`src/design/afbfc_pkg.sv`:
```
// ----------------------------------------------------------------------------
// afbfc_pkg: shared types and constants
// Item and result layouts, register and code names, and the per-cell stage
// record of the aligned free-block fit check.
// ----------------------------------------------------------------------------
package afbfc_pkg;

    localparam int unsigned ADDR_BITS_DEF = 32;
    localparam int unsigned SPLIT_BIT_DEF = 31;

    // Width of every address and size field
    localparam int unsigned WORD_W  = 32;
    localparam int unsigned CFG_IDX_W = 2;

    // Register indexes
    localparam logic [CFG_IDX_W-1:0] CFG_ALIGN_UNIT      = 2'd0;
    localparam logic [CFG_IDX_W-1:0] CFG_ALIGN_THRESHOLD = 2'd1;

    // Request kinds
    localparam logic [1:0] KIND_META = 2'd0;
    localparam logic [1:0] KIND_RAW  = 2'd1;

    // Fit status codes
    localparam logic [1:0] FIT_REJECT   = 2'd0;
    localparam logic [1:0] FIT_EXACT    = 2'd1;
    localparam logic [1:0] FIT_LEFTOVER = 2'd2;

    typedef struct packed {
        logic [1:0]        request_kind;
        logic [WORD_W-1:0] request_size;
        logic [WORD_W-1:0] block_addr;
        logic [WORD_W-1:0] block_size;
    } item_t;

    typedef struct packed {
        logic [1:0]        fit_status;
        logic [WORD_W-1:0] start_addr;
    } result_t;

    // Record carried from cell to cell along the remainder chain
    typedef struct packed {
        logic              half_ok;
        logic              aligned;
        logic [WORD_W-1:0] rem;
        logic [WORD_W-1:0] request_size;
        logic [WORD_W-1:0] block_addr;
        logic [WORD_W-1:0] block_size;
    } stage_t;

endpackage

```
`src/design/afbfc_cell.sv`:
```
// ----------------------------------------------------------------------------
// afbfc_cell: one restoring-division step
// Shifts one address bit into the partial remainder, subtracts the alignment
// unit when it fits, and registers the record for the next cell.
// ----------------------------------------------------------------------------
module afbfc_cell #(
    parameter int unsigned BIT_IDX = 0
) (
    input  logic                            clk,
    input  logic                            rst_n,
    input  logic                            valid_in,
    input  afbfc_pkg::stage_t               stage_in,
    input  logic [afbfc_pkg::WORD_W-1:0]    divisor,
    output logic                            valid_out,
    output afbfc_pkg::stage_t               stage_out
);

    logic                           valid_reg;
    afbfc_pkg::stage_t              stage_reg;
    afbfc_pkg::stage_t              stage_next;
    logic [afbfc_pkg::WORD_W:0]     shifted;
    logic [afbfc_pkg::WORD_W:0]     diff;

    always_comb
    begin
        shifted    = {stage_in.rem, stage_in.block_addr[BIT_IDX]};
        diff       = shifted - {1'b0, divisor};
        stage_next = stage_in;
        // keep the partial remainder below the divisor
        if (shifted >= {1'b0, divisor})
        begin
            stage_next.rem = diff[afbfc_pkg::WORD_W-1:0];
        end
        else
        begin
            stage_next.rem = shifted[afbfc_pkg::WORD_W-1:0];
        end
    end

    always_ff @(posedge clk or negedge rst_n)
    begin
        if (!rst_n)
        begin
            valid_reg <= 1'b0;
        end
        else
        begin
            valid_reg <= valid_in;
        end
    end

    always_ff @(posedge clk)
    begin
        stage_reg <= stage_next;
    end

    assign valid_out = valid_reg;
    assign stage_out = stage_reg;

endmodule

```
`config.mk`:
```
export PLATFORM = sky130hd
export DESIGN_NAME = afbfc_cell
export DESIGN_NICKNAME = d
export VERILOG_FILES = /design/src/design/afbfc_pkg.sv /design/src/design/afbfc_cell.sv
export SDC_FILE = /design/constraint.sdc
export NUM_CORES = 1
export LEC_CHECK = 0
export BUFFER_PORTS_ARGS = -buffer_cell sky130_fd_sc_hd__buf_2
export CORE_AREA = 2 2 115 117
export DETAILED_ROUTE_END_ITERATION = 8
export DIE_AREA = 0 0 117 119
export PLACE_DENSITY = 0.74
export SYNTH_ARGS = -nofsm -noshare
export SYNTH_HDL_FRONTEND = slang
export SYNTH_SLANG_ARGS = --single-unit
```
`constraint.sdc`:
```
create_clock -name clk -period 0.8 [get_ports clk]
set_input_delay 0.16 -clock clk [delete_from_list [all_inputs] [get_ports clk]]
set_output_delay 0.16 -clock clk [all_outputs]
set_load 0.05 [all_outputs]
```
* Word level (Yosys, flattened, before mapping)
Cells that the tools add are included.
** Word-level totals
- Latch bits :: 0
- Flip-flop bits (word level) :: 131
- ROM bits :: 0
- Output and inout port bits :: 131
- Memory bits (writable) :: 0
- Memories kept :: 0
- Logic and storage cells :: 10
** Cells by class
- Multiplexer cells :: 1
- Shift-type cells :: 0
- Multipliers :: 0
- Eq/ne operators :: 0
- Add/subtract/negate cells :: 1
- Reduce and logical (&&, ||, !) cells :: 0
- Divide/modulo/power cells :: 0
- Bitwise gates (word level) :: 0
- Magnitude comparators :: 1
** Operator list (count)
- >= comparator 33 x 32 -> 1 bit :: 1
- 2-to-1 mux 32 bit :: 1
- subtractor 32 bit :: 1

* Depth between registers and ports, before layout
- Depth in word-level cells :: 2
- Mapped depth :: 13
- Gate-level depth less buffers :: 12

* Worst setup path before layout
Ideal clock, no wire load.
- Path kind :: input-to-reg
- From :: input stage_in[32] (netlist bit)
- To :: register stage_reg, in the netlist stage_out[124]
- Data arrival time :: 2.472 ns
- Cell stages on the path :: 12
- Path slack :: -1.793 ns
- Cell sequence :: inv_1 ha_1 inv_1 fa_1 a21o_1 a221oi_4 o2111ai_1 a31o_1 a221oi_4 o221ai_2 xor2_1 mux2_2
** RTL lines
- from (decl) :: RTL line afbfc_cell.sv:12 : input afbfc_pkg::stage_t stage_in,
- to (signal assigned) :: RTL line afbfc_cell.sv:54 : stage_reg <= stage_next;
- to (decl) :: RTL line afbfc_cell.sv:19 : afbfc_pkg::stage_t stage_reg;

==> impl_results.md <==
- Status: finished with violations
- Failing checks: negative setup slack
- Critical Path Start Type: primary input
- 1st-iter DRT viols: 1,061
- Unrepaired setup endpoints after global routing: true
- Synth Flop Type: dfxtp_1
- First-pass GRT wire length: 41.21 mm
- Post-route ant nets: 0
- Most common cell after layout, fill and taps aside: buf_2
- Worst slew pin tran: 0.6754 ns
- Global placer's final weighted congestion: 0.8861
- Worst Hold Class: primary input to register
- DRT Wirelength: 38.35 mm
- CTS tree: done
- Pwr Density: 2189 nW/um2
- Die W: 117 um
- Port buffer count: 295
- Num CTS Buffers: 17
- Syn avg cell area: 10.14 um2
- Core area: 12,870 um2
- # nets final: 1,231
- Sequential power share: 0.302
- Mapped Cells: 476
- Critical Path RT: 1.11 ns
- Setup Viol. Count Final: 163
- Number of detailed-routing iterations run before antenna repair: 6
- Total gr overflow: 0
- DP HPWL: 14.16 mm
- CTS HTree Levels: 4
- CTS Buffer Depth: 2
- Number of flops mapped to enable cells by yosys: 0
- Net Count, Synth: 674
- Area Growth Syn to Fin: 143.2%
- Final WS setup: -1.768 ns
- Via Count: 7,355
- Cell-internal power: 15,880 uW
- Max VDD drop: 1.460 mV
- Crit path max-delay cell type: fa_2
- Final-report max-slew violation count: 0
- Starting Density: 0.3749
- Most frequent cells in the layout: 156 x buf_2, 128 x dfxtp_2, 122 x dlygate4sd3_1, 122 x buf_8, 114 x buf_4
- Cell Area, Placed: 7582 um2
- Crit path buf inv count: 3
- Total GRT Usage: 0.4063
- Crit. End Element: register
- Critical-path cell list: buf_2 > inv_1 > fa_2 > a21o_1 > a221oi_4 > o2111ai_2 > a31o_1 > a221oi_4 > buf_6 > o21bai_4 > xnor2_1 > o21ai_1
- Wire per inst: 31.23 um
- Register bit total from synthesis: 131
- Async S/R FF share, synth: 0.007634
- Max_cap viols: 0
- WP data arrival: 2.88 ns
- Sw power: 9823 uW
- Share of cells above drive strength 1: 0.6702
- Initial antenna violation count: 8
- Largest delay share family, worst path: compound AO/OA/AOI/OAI gates
- Area of the mapped netlist: 4827 um2
- Site Rows: 42
- Die footprint: 13,920 um2
- Leak pwr: 0.005406 uW
- Worst Path Max Fanout: 2
- Largest net degree at the start of global routing: 17
- Crit Path Class: primary input to register
- Vias in the first global route: 6,930
- Power, Total: 25,710 uW
- Switching part of the total: 0.3821
- Die height: 119 um
- Max incr delay on CP: 0.41 ns
- CTS clk-pin slew, worst paths: 0.07 ns
- Via-to-Cell Ratio: 5.989
- F_max: 389.4 MHz
- Total clock sinks: 131
- Sequential fraction of the synthesis area: 0.5443
- Synthesis warning total: 0
- Final period utilization: 3.210
- Clock root buffer: clkbuf_16
- Remaining DRCs: 0
- Slew Limit Headroom: 0.5439
- Combinational share of power: 0.379
- Netlist cell types: 48
- Hold violation count in the final report: 0
- Post-route cell area: 11,740 um2
- I/O pin total: 296
- Fin util: 0.9120
- Clk network pwr share: 0.319
- Final Critical Period: 2.568 ns
- Most used cell along the critical path: a221oi_4
## cells in the mapped netlist (2+ instances only)
cell / n / area share
xnor2_1: 13 / 0.024
o21a_1: 8 / 0.012
a21o_1: 7 / 0.011
inv_1: 46 / 0.036
o211a_1: 2 / 0.0041
nor3_1: 5 / 0.0052
nand4_1: 8 / 0.010
a211oi_1: 4 / 0.0062
o211ai_1: 5 / 0.0078
a221oi_4: 2 / 0.011
o21bai_1: 5 / 0.0078
nand3_1: 5 / 0.0052
nand2_1: 46 / 0.036
ha_1: 32 / 0.083
dfxtp_1: 130 / 0.54
o21ai_1: 8 / 0.0083
o21ai_0: 30 / 0.031
o2111ai_1: 3 / 0.0054
and3_1: 2 / 0.0026
a41oi_1: 3 / 0.0054
xor2_1: 13 / 0.024
o31ai_1: 4 / 0.0062
clkbuf_1: 12 / 0.0093
mux2_2: 4 / 0.0093
a31oi_1: 4 / 0.0052
nor2_1: 17 / 0.013
a21oi_1: 30 / 0.031
or3_1: 2 / 0.0026
o22ai_1: 2 / 0.0026
nand2b_1: 5 / 0.0065
buf_4: 2 / 0.0031
## metal layers
metal  GRT usage  vias up  wire [um]
met4      0.3118        0       4310
li1            -     2762          -
met1      0.4174     3335      12560
met3      0.1639      368       5361
met2      0.6499      890      16120
met5           0        -          0
## state kept, by name, summed over array words and instances, names as in the netlist
register,flops
stage_out,130
valid_out,1
## metrics by stage
stage	hold WS (ns)	TNS [ns]	instances	setup WS (ns)
2_1_floorplan	-0.1356	-38.34	476	-1.756
3_3_place_gp	-0.05233	-49.94	1046	-1.916
3_5_place_dp	-0.05313	-51.65	1046	-1.952
4_1_cts	0.001422	-70.00	1215	-1.432
5_1_grt	0.04155	-84.54	1226	-1.802
6_report	0.04383	-82.62	1228	-1.768
## layout make-up
| cell class | count | area (um2) |
|---|---|---|
| repair buffers | 553 | 5248 |
| flip-flops and latches | 131 | 2791 |
| multi-input cells | 284 | 2683 |
| fillers | 390 | 1134 |
| clock buffers | 17 | 425.4 |
| well taps | 176 | 220.2 |
| inverters | 46 | 210.2 |
| clock inverters | 15 | 148.9 |
| diodes | 6 | 15.01 |
## tightest hold or removal path, stage by stage
cell     delay, ns
buf_2         0.09
nand2_1       0.08
o21ai_1       0.10
## worst paths after layout
| check | from | to | slack [ns] | cells after the start |
|---|---|---|---|---|
| min in group asynchronous | rst_n | valid_out$_DFF_PN0_ | 0.08 | 2 |
| min | stage_in[115] | stage_out[116]$_DFF_P_ | 0.04 | 3 |
| max | divisor[1] | stage_out[120]$_DFF_P_ | -1.77 | 12 |
| max in group asynchronous | rst_n | valid_out$_DFF_PN0_ | 0.64 | 2 |
## repair_timing
item | 4_1_cts | 5_1_grt
hold endpoints to repair | 122 | 0
cloned | 4 | 0
hold buffers | 122 | 0
pin swaps | 41 | 29
setup endpoints to repair | 163 | 163
resized for setup | 548 | 117
buffers inserted | 11 | 11
## power by group through the flow
stage / clock network (uW) / registers, uW / logic [uW]
floorplan: 0 / 9590 / 1760
global placement: 0 / 7420 / 5990
detailed placement: 0 / 7420 / 6050
CTS: 7640 / 7630 / 8100
global route: 8350 / 7790 / 9810
finish: 8200 / 7780 / 9730
## logic make-up after synthesis
kind of cell    after synthesis  share of synthesized area
flops                       131                     0.5443
compound gates              123                     0.1682
simple gates                 97                    0.09228
buf+inv                      61                    0.04925
fa+ha+maj                    33                    0.08709
xor+xnor                     26                    0.04718
mux                           5                    0.01166
(Power assumes the default switching activity.)
