File: config.mk
export PLATFORM = sky130hd
export DESIGN_NAME = afbfc_resolve
export DESIGN_NICKNAME = d
export VERILOG_FILES = /design/src/design/afbfc_pkg.sv /design/src/design/afbfc_resolve.sv
export SDC_FILE = /design/constraint.sdc
export NUM_CORES = 1
export LEC_CHECK = 0
export ABC_AREA = 1
export BUFFER_PORTS_ARGS = -buffer_cell sky130_fd_sc_hd__buf_2
export CORE_MARGIN = 2
export CORE_UTILIZATION = 55
export DETAILED_ROUTE_END_ITERATION = 10
export HOLD_SLACK_MARGIN = 0.1
export PLACE_DENSITY = 0.82
export SYNTH_ARGS = -nofsm -noshare
export SYNTH_HDL_FRONTEND = slang
export SYNTH_SLANG_ARGS = --single-unit
File: constraint.sdc
create_clock -name clk -period 1.2 [get_ports clk]
set_clock_uncertainty 0.05 [all_clocks]
set_input_delay 0.06 -clock clk [delete_from_list [all_inputs] [get_ports clk]]
set_output_delay 0.06 -clock clk [all_outputs]
set_load 0.01 [all_outputs]
File: src/design/afbfc_pkg.sv
// ----------------------------------------------------------------------------
// afbfc_pkg: shared types and constants
// Item and result layouts, register and code names, and the per-cell stage
// record of the aligned free-block fit check.
// ----------------------------------------------------------------------------
package afbfc_pkg;

    localparam int unsigned ADDR_BITS_DEF = 32;
    localparam int unsigned SPLIT_BIT_DEF = 31;

    // Width of every address and size field
    localparam int unsigned WORD_W  = 32;
    localparam int unsigned CFG_IDX_W = 2;

    // Register indexes
    localparam logic [CFG_IDX_W-1:0] CFG_ALIGN_UNIT      = 2'd0;
    localparam logic [CFG_IDX_W-1:0] CFG_ALIGN_THRESHOLD = 2'd1;

    // Request kinds
    localparam logic [1:0] KIND_META = 2'd0;
    localparam logic [1:0] KIND_RAW  = 2'd1;

    // Fit status codes
    localparam logic [1:0] FIT_REJECT   = 2'd0;
    localparam logic [1:0] FIT_EXACT    = 2'd1;
    localparam logic [1:0] FIT_LEFTOVER = 2'd2;

    typedef struct packed {
        logic [1:0]        request_kind;
        logic [WORD_W-1:0] request_size;
        logic [WORD_W-1:0] block_addr;
        logic [WORD_W-1:0] block_size;
    } item_t;

    typedef struct packed {
        logic [1:0]        fit_status;
        logic [WORD_W-1:0] start_addr;
    } result_t;

    // Record carried from cell to cell along the remainder chain
    typedef struct packed {
        logic              half_ok;
        logic              aligned;
        logic [WORD_W-1:0] rem;
        logic [WORD_W-1:0] request_size;
        logic [WORD_W-1:0] block_addr;
        logic [WORD_W-1:0] block_size;
    } stage_t;

endpackage

File: src/design/afbfc_resolve.sv
// ----------------------------------------------------------------------------
// afbfc_resolve: fit decision stage
// Applies the padding from the remainder chain, classifies the block as
// exact fit, leftover fit or reject, and registers the result beat.
// ----------------------------------------------------------------------------
module afbfc_resolve #(
    parameter int unsigned ADDR_BITS = afbfc_pkg::ADDR_BITS_DEF
) (
    input  logic                clk,
    input  logic                rst_n,
    input  logic                valid_in,
    input  afbfc_pkg::stage_t   stage_in,
    output logic                done,
    output afbfc_pkg::result_t  result
);

    localparam logic [afbfc_pkg::WORD_W-1:0] START_MASK =
        (ADDR_BITS >= afbfc_pkg::WORD_W) ? {afbfc_pkg::WORD_W{1'b1}} :
        afbfc_pkg::WORD_W'((64'd1 << ADDR_BITS) - 64'd1);

    logic                               done_reg;
    afbfc_pkg::result_t                 result_reg;
    afbfc_pkg::result_t                 result_next;
    logic [afbfc_pkg::WORD_W-1:0]       pad;
    logic [afbfc_pkg::WORD_W-1:0]       room;
    logic [afbfc_pkg::WORD_W-1:0]       sum;

    always_comb
    begin
        pad  = stage_in.aligned ? stage_in.rem : '0;
        room = stage_in.block_size - pad;
        sum  = stage_in.block_addr + pad;
        result_next.fit_status = afbfc_pkg::FIT_REJECT;
        result_next.start_addr = '0;
        if (stage_in.half_ok)
        begin
            if ((pad == '0) && (stage_in.request_size == stage_in.block_size))
            begin
                result_next.fit_status = afbfc_pkg::FIT_EXACT;
                result_next.start_addr = sum & START_MASK;
            end
            else if ((stage_in.block_size > pad) && (room >= stage_in.request_size))
            begin
                result_next.fit_status = afbfc_pkg::FIT_LEFTOVER;
                result_next.start_addr = sum & START_MASK;
            end
        end
    end

    always_ff @(posedge clk or negedge rst_n)
    begin
        if (!rst_n)
        begin
            done_reg <= 1'b0;
        end
        else
        begin
            done_reg <= valid_in;
        end
    end

    always_ff @(posedge clk)
    begin
        result_reg <= result_next;
    end

    assign done   = done_reg;
    assign result = result_reg;

endmodule
# Yosys cells after proc, flatten, opt, wreduce, memory -nomap -nowiden
# Cells that the tools add are included.
op_classes:
  add_sub_neg: 2
  magnitude_cmp: 2
  n_eq_ne: 1
  mux: 3
  bitwise_logic: 1
  n_reduce_logical: 4
ops:
  columns: ["operator", "count"]
  rows:
  - ["$mux W34", 1]
  - ["$mux W33", 1]
  - ["$add A32 B32 Y32", 1]
  - ["$eq A32 B32 Y1", 1]
  - ["$ge A32 B32 Y1", 1]
  - ["$gt A32 B32 Y1", 1]
  - ["$logic_not A32 Y1", 1]
  - ["$mux W32", 1]
  - ["$sub A32 B32 Y32", 1]
  - ["$logic_and A1 B1 Y1", 2]
  - ["$reduce_or A2 Y1", 1]
  - ["$not A1 Y1", 1]
totals:
  register_bits: 35
  inputBits: 133
  out_inout_bits: 35
  elab_cells: 17

# Longest topological paths before layout
depth:
  word_depth: 6
  depth_mapped: 26

# Worst setup path before layout
# Ideal clock, no wire load.
synth_path:
  path_kind: "input to register"
  startpoint: "input port stage_in[128] (netlist bit)"
  endpoint: "register result_reg, in the netlist result[8]"
  setup_time_ps: 119
  t_arrival_ps: 2912
  required_time_ps: 1031
  setup_slack_ps: -1882
  path_stages: 25
  path_buffers: 2
  cell_sequence: "buf_2 nand2_1 inv_1 ha_1 fa_1 inv_1 nand2_1 nand2_1 nand2_1 o21ai_0 nand3_1 nand2_1 nand2_1 nand2_1 xor2_1 ha_1 nand2_1 nor2_1 nor2_1 nand3_1 a21oi_1 nand2_1 nand2_2 buf_6 a21oi_2"
synth_between:
  elab_chain_cells: 6
  elab_cells_between_ends: 10
  classes_between: "add/sub (2); order compare (2); mux (3); reduce/logical (3)"
synth_lines:
  columns: ["element", "line", "rtl"]
  rows:
  - ["start, declared", "afbfc_resolve.sv:12", "input afbfc_pkg::stage_t stage_in,"]
  - ["$mux W32 (*)", "afbfc_resolve.sv:30", "pad = stage_in.aligned ? stage_in.rem : '0;"]
  - ["$sub A32 B32 Y32", "afbfc_resolve.sv:31", "room = stage_in.block_size - pad;"]
  - ["$ge A32 B32 Y1", "afbfc_resolve.sv:42", "else if ((stage_in.block_size > pad) && (room >= stage_in.request_size))"]
  - ["$logic_and A1 B1 Y1", "afbfc_resolve.sv:42", null]
  - ["$mux W34", "afbfc_resolve.sv:42", null]
  - ["$mux W33 (*)", "afbfc_resolve.sv:37", "if ((pad == '0) && (stage_in.request_size == stage_in.block_size))"]
  - ["end signal, assigned", "afbfc_resolve.sv:64", "result_reg <= result_next;"]
  - ["end, declared", "afbfc_resolve.sv:22", "afbfc_pkg::result_t result_reg;"]
# Mark *: on every way between the ends. The rest lies on a longest branch, timed or not.
# A chain may end at the register's enable or synchronous reset.

# Final worst setup path
layout_path:
  startpoint: "input port stage_in[128] (netlist bit)"
  endpoint: "register result_reg, in the netlist result[4]"
# The elaborated chain is that of the path after synthesis.

==> flow_summary.json <==
{
  "outcome": "finished, violations left",
  "violations": "negative setup slack",
  "gr-total-overflow": 0,
  "number_of_i_o_pins": 168,
  "vias": 9719,
  "core_um2": 11860,
  "final_max_slew_viol_count": 0,
  "grt_pass1_wl_um": 42300,
  "clock_tree_from_tritoncts": "done",
  "ys_seq_area_share_pct": 10.67,
  "timing.final.ws_setup_ns": -1.989,
  "highest_layer": "met4",
  "most_common_library_cell_in_the_layout_ignoring_fill_and_taps": "sky130_fd_sc_hd__nand2_1",
  "most-common-layout-cells": "306 x sky130_fd_sc_hd__nand2_1, 217 x sky130_fd_sc_hd__buf_4, 175 x sky130_fd_sc_hd__inv_1",
  "p_per_area_nw_per_um2": 812.3,
  "period_minus_slack_ns": 3.189,
  "chipHeight_um": 113.7,
  "final_hold_violations": 0,
  "initial_core_utilization_pct": 55.76,
  "critical_path.endpoint": "result[4]$_SDFF_PN0_",
  "cts_root_buffer": "sky130_fd_sc_hd__clkbuf_16",
  "cp-startpoint": "stage_in[128]",
  "cap_violations": 0,
  "min-delay-path-class": "in -> reg",
  "fin_crit_sh_pct": 265.8,
  "dieArea_um2": 12920,
  "setup.worst_path.start_class": "primary input",
  "wl_met1_um": 10740,
  "total_leakage_power_nw": 5.850,
  "postRouteAntennaNets": 0,
  "synthesis.area_per_instance_um2": 5.926,
  "preCtsSetupSlack_ns": -2.558,
  "synth.top_cells.by_area": "sky130_fd_sc_hd__nand2_1 20%, sky130_fd_sc_hd__ha_1 18%, sky130_fd_sc_hd__dfxtp_1 10%",
  "antenna_found_initial": 0,
  "width_of_the_die_um": 113.7,
  "clock_tree.htree_level_count": 2,
  "port_buffers": 167,
  "avgRoutedWirePerCell_um": 18.22,
  "cts.clk_slew.worst_paths_ns": 0.06,
  "filler_instances": 645,
  "drt_first_iter_violations": 1030,
  "routed_wirelength_um": 30270,
  "tns_ns": -64.47,
  "path_max_fanout": 6,
  "number_of_storage_elements_in_the_synthesis_netlist": 35,
  "multi_input_logic_area_um2": 5886,
  "max_slew.worst_pin.slew_ns": 0.5203,
  "first_global_vias": 9075,
  "share_of_final_layout_standard_cells_stronger_than_drive_strength_1_pct": 37.91,
  "maxSlewHeadroom_pct": 65.06,
  "worst_setup_path_end_kind": "register",
  "synth_area_leader_cell": "sky130_fd_sc_hd__nand2_1",
  "netlist_area_um2": 6614,
  "wl_met3_um": 2664,
  "grtUsageTotal_pct": 40.96,
  "final_net_count": 1744,
  "synth_top_area_share_pct": 19.75,
  "post_synth_inst_count": 1116,
  "place_hpwl_um": 20240,
  "timing.setup.critical_path_class": "in -> reg",
  "ir_worst_vdd_uv": 496.1,
  "crit_arrival_ns": 3.36,
  "timing.final.setup_violations": 34,
  "post_synth_cell_types": 35,
  "cp.required_ns": 1.37,
  "finalWeightedCongestion": 1.019,
  "synth.net_count": 1347,
  "setup_repair_after_global_routing_missed_its_margin": "true",
  "routed-wl-met2_um": 14170,
  "vias_per_cell": 5.851,
  "clock-sinks": 35,
  "max_freq_mhz": 313.5,
  "grt_max_degree": 18,
  "drt-pass1-iter-count": 6,
  "core.rowCount": 40,
  "area_growth_pct": 58.08,
  "insertedDiodeCount": 0,
  "drt_drc_violations_left": 0,
  "regArea_um2": 705.7,
  "yosys_warnings": 0,
  "cts_made_buffers": 5,
  "largest_register_ffs": 34,
  "maximum_number_of_buffers_from_clock_root_to_sink": 2
}
## through the flow
stage	hold slack, ns	power, mW	cell area (um2)	cells	utilization (%)
2_1_floorplan	-0.2856	3.796	6653	1116	-
3_3_place_gp	-0.2157	5.535	9198	1630	77.54
3_5_place_dp	-0.2146	5.669	9198	1630	77.54
4_1_cts	0.1078	7.831	10170	1655	85.75
5_1_grt	0.1361	8.893	10460	1661	88.14
6_report	0.1049	8.493	10460	1661	88.14
## per-layer routing
layer	GRT usage [%]	up-vias
met1	45.98	4338
li1	-	4407
met3	3.879	245
met4	28.46	0
met5	0	-
met2	72.93	729
## cell usage after synthesis, drive strengths merged
library cell	n
dfxtp	34
nor4	2
o21bai	10
dfrtp	1
nand3	44
and3	1
a21o	9
nand3b	8
buf	9
ha	96
xnor2	42
nand4	22
nor3b	2
nor3	16
or2	7
a21boi	1
a31oi	1
fa	2
nor2b	1
nor2	92
nand2	351
o211ai	2
o21ai	39
xor2	20
a21oi	124
inv	179
o21a	1
## worst min-delay path by stage
stage / to / slack [ns] / cells past startpoint / startpoint
after global placement: done$_DFF_PN0_ / -0.22 / 1 / rst_n
after global routing: result[0]$_SDFF_PN0_ / 0.14 / 4 / stage_in[32]
after CTS: result[0]$_SDFF_PN0_ / 0.11 / 4 / stage_in[32]
after floorplan: done$_DFF_PN0_ / -0.29 / 0 / rst_n
after detailed placement: done$_DFF_PN0_ / -0.21 / 1 / rst_n
final: result[0]$_SDFF_PN0_ / 0.10 / 4 / stage_in[32]
## area by class of cell
cell class | instances | share of cell area (%)
inverters | 179 | 6.474
multi-input cells | 893 | 56.29
flip-flops and latches | 35 | 6.750
clock buffers | 5 | 1.197
well taps | 147 | 1.759
repair buffers | 399 | 26.88
clock inverters | 3 | 0.6462
## worst max-delay path, cell delays in order
cell                        delay, ns
sky130_fd_sc_hd__buf_16          0.12
sky130_fd_sc_hd__nand2_1         0.13
sky130_fd_sc_hd__ha_1            0.37
sky130_fd_sc_hd__nand2_1         0.11
sky130_fd_sc_hd__nand2_1         0.11
sky130_fd_sc_hd__nand3_1         0.09
sky130_fd_sc_hd__nand3_1         0.17
sky130_fd_sc_hd__a21oi_2         0.21
sky130_fd_sc_hd__nand2_2         0.11
sky130_fd_sc_hd__nand2_2         0.08
sky130_fd_sc_hd__nand2_2         0.07
sky130_fd_sc_hd__xor2_1          0.18
sky130_fd_sc_hd__ha_1            0.29
sky130_fd_sc_hd__nand2_2         0.06
sky130_fd_sc_hd__nor2_2          0.14
sky130_fd_sc_hd__nand4_1         0.16
sky130_fd_sc_hd__nor2_1          0.17
sky130_fd_sc_hd__nand2_1         0.11
sky130_fd_sc_hd__nand2_2         0.11
sky130_fd_sc_hd__nand2_4         0.09
sky130_fd_sc_hd__buf_12          0.16
sky130_fd_sc_hd__clkbuf_16       0.16
sky130_fd_sc_hd__a21oi_2         0.12
## what timing repair did
action	CTS	global route
pin swaps	40	14
gates cloned	6	1
hold endpoints to repair	2	0
hold buffers	3	0
setup endpoints to repair	34	34
buffers inserted	8	5
gates resized for setup	111	54
## where the power goes
group | switching, mW | internal, mW
Sequential | 0.0245 | 1.26
Combinational | 3.04 | 2.46
Clock | 0.519 | 1.19
## logic make-up after synthesis
| kind of cell | synth area share (%) |
|---|---|
| buffers and inverters | 11.24 |
| and+or+nand+nor | 34.37 |
| adders and majority gates | 18.77 |
| DFF | 10.67 |
| xor gates and xnor gates | 8.210 |
| AOI/OAI and AO/OA | 16.74 |
Power figures use the tool's default switching activity.
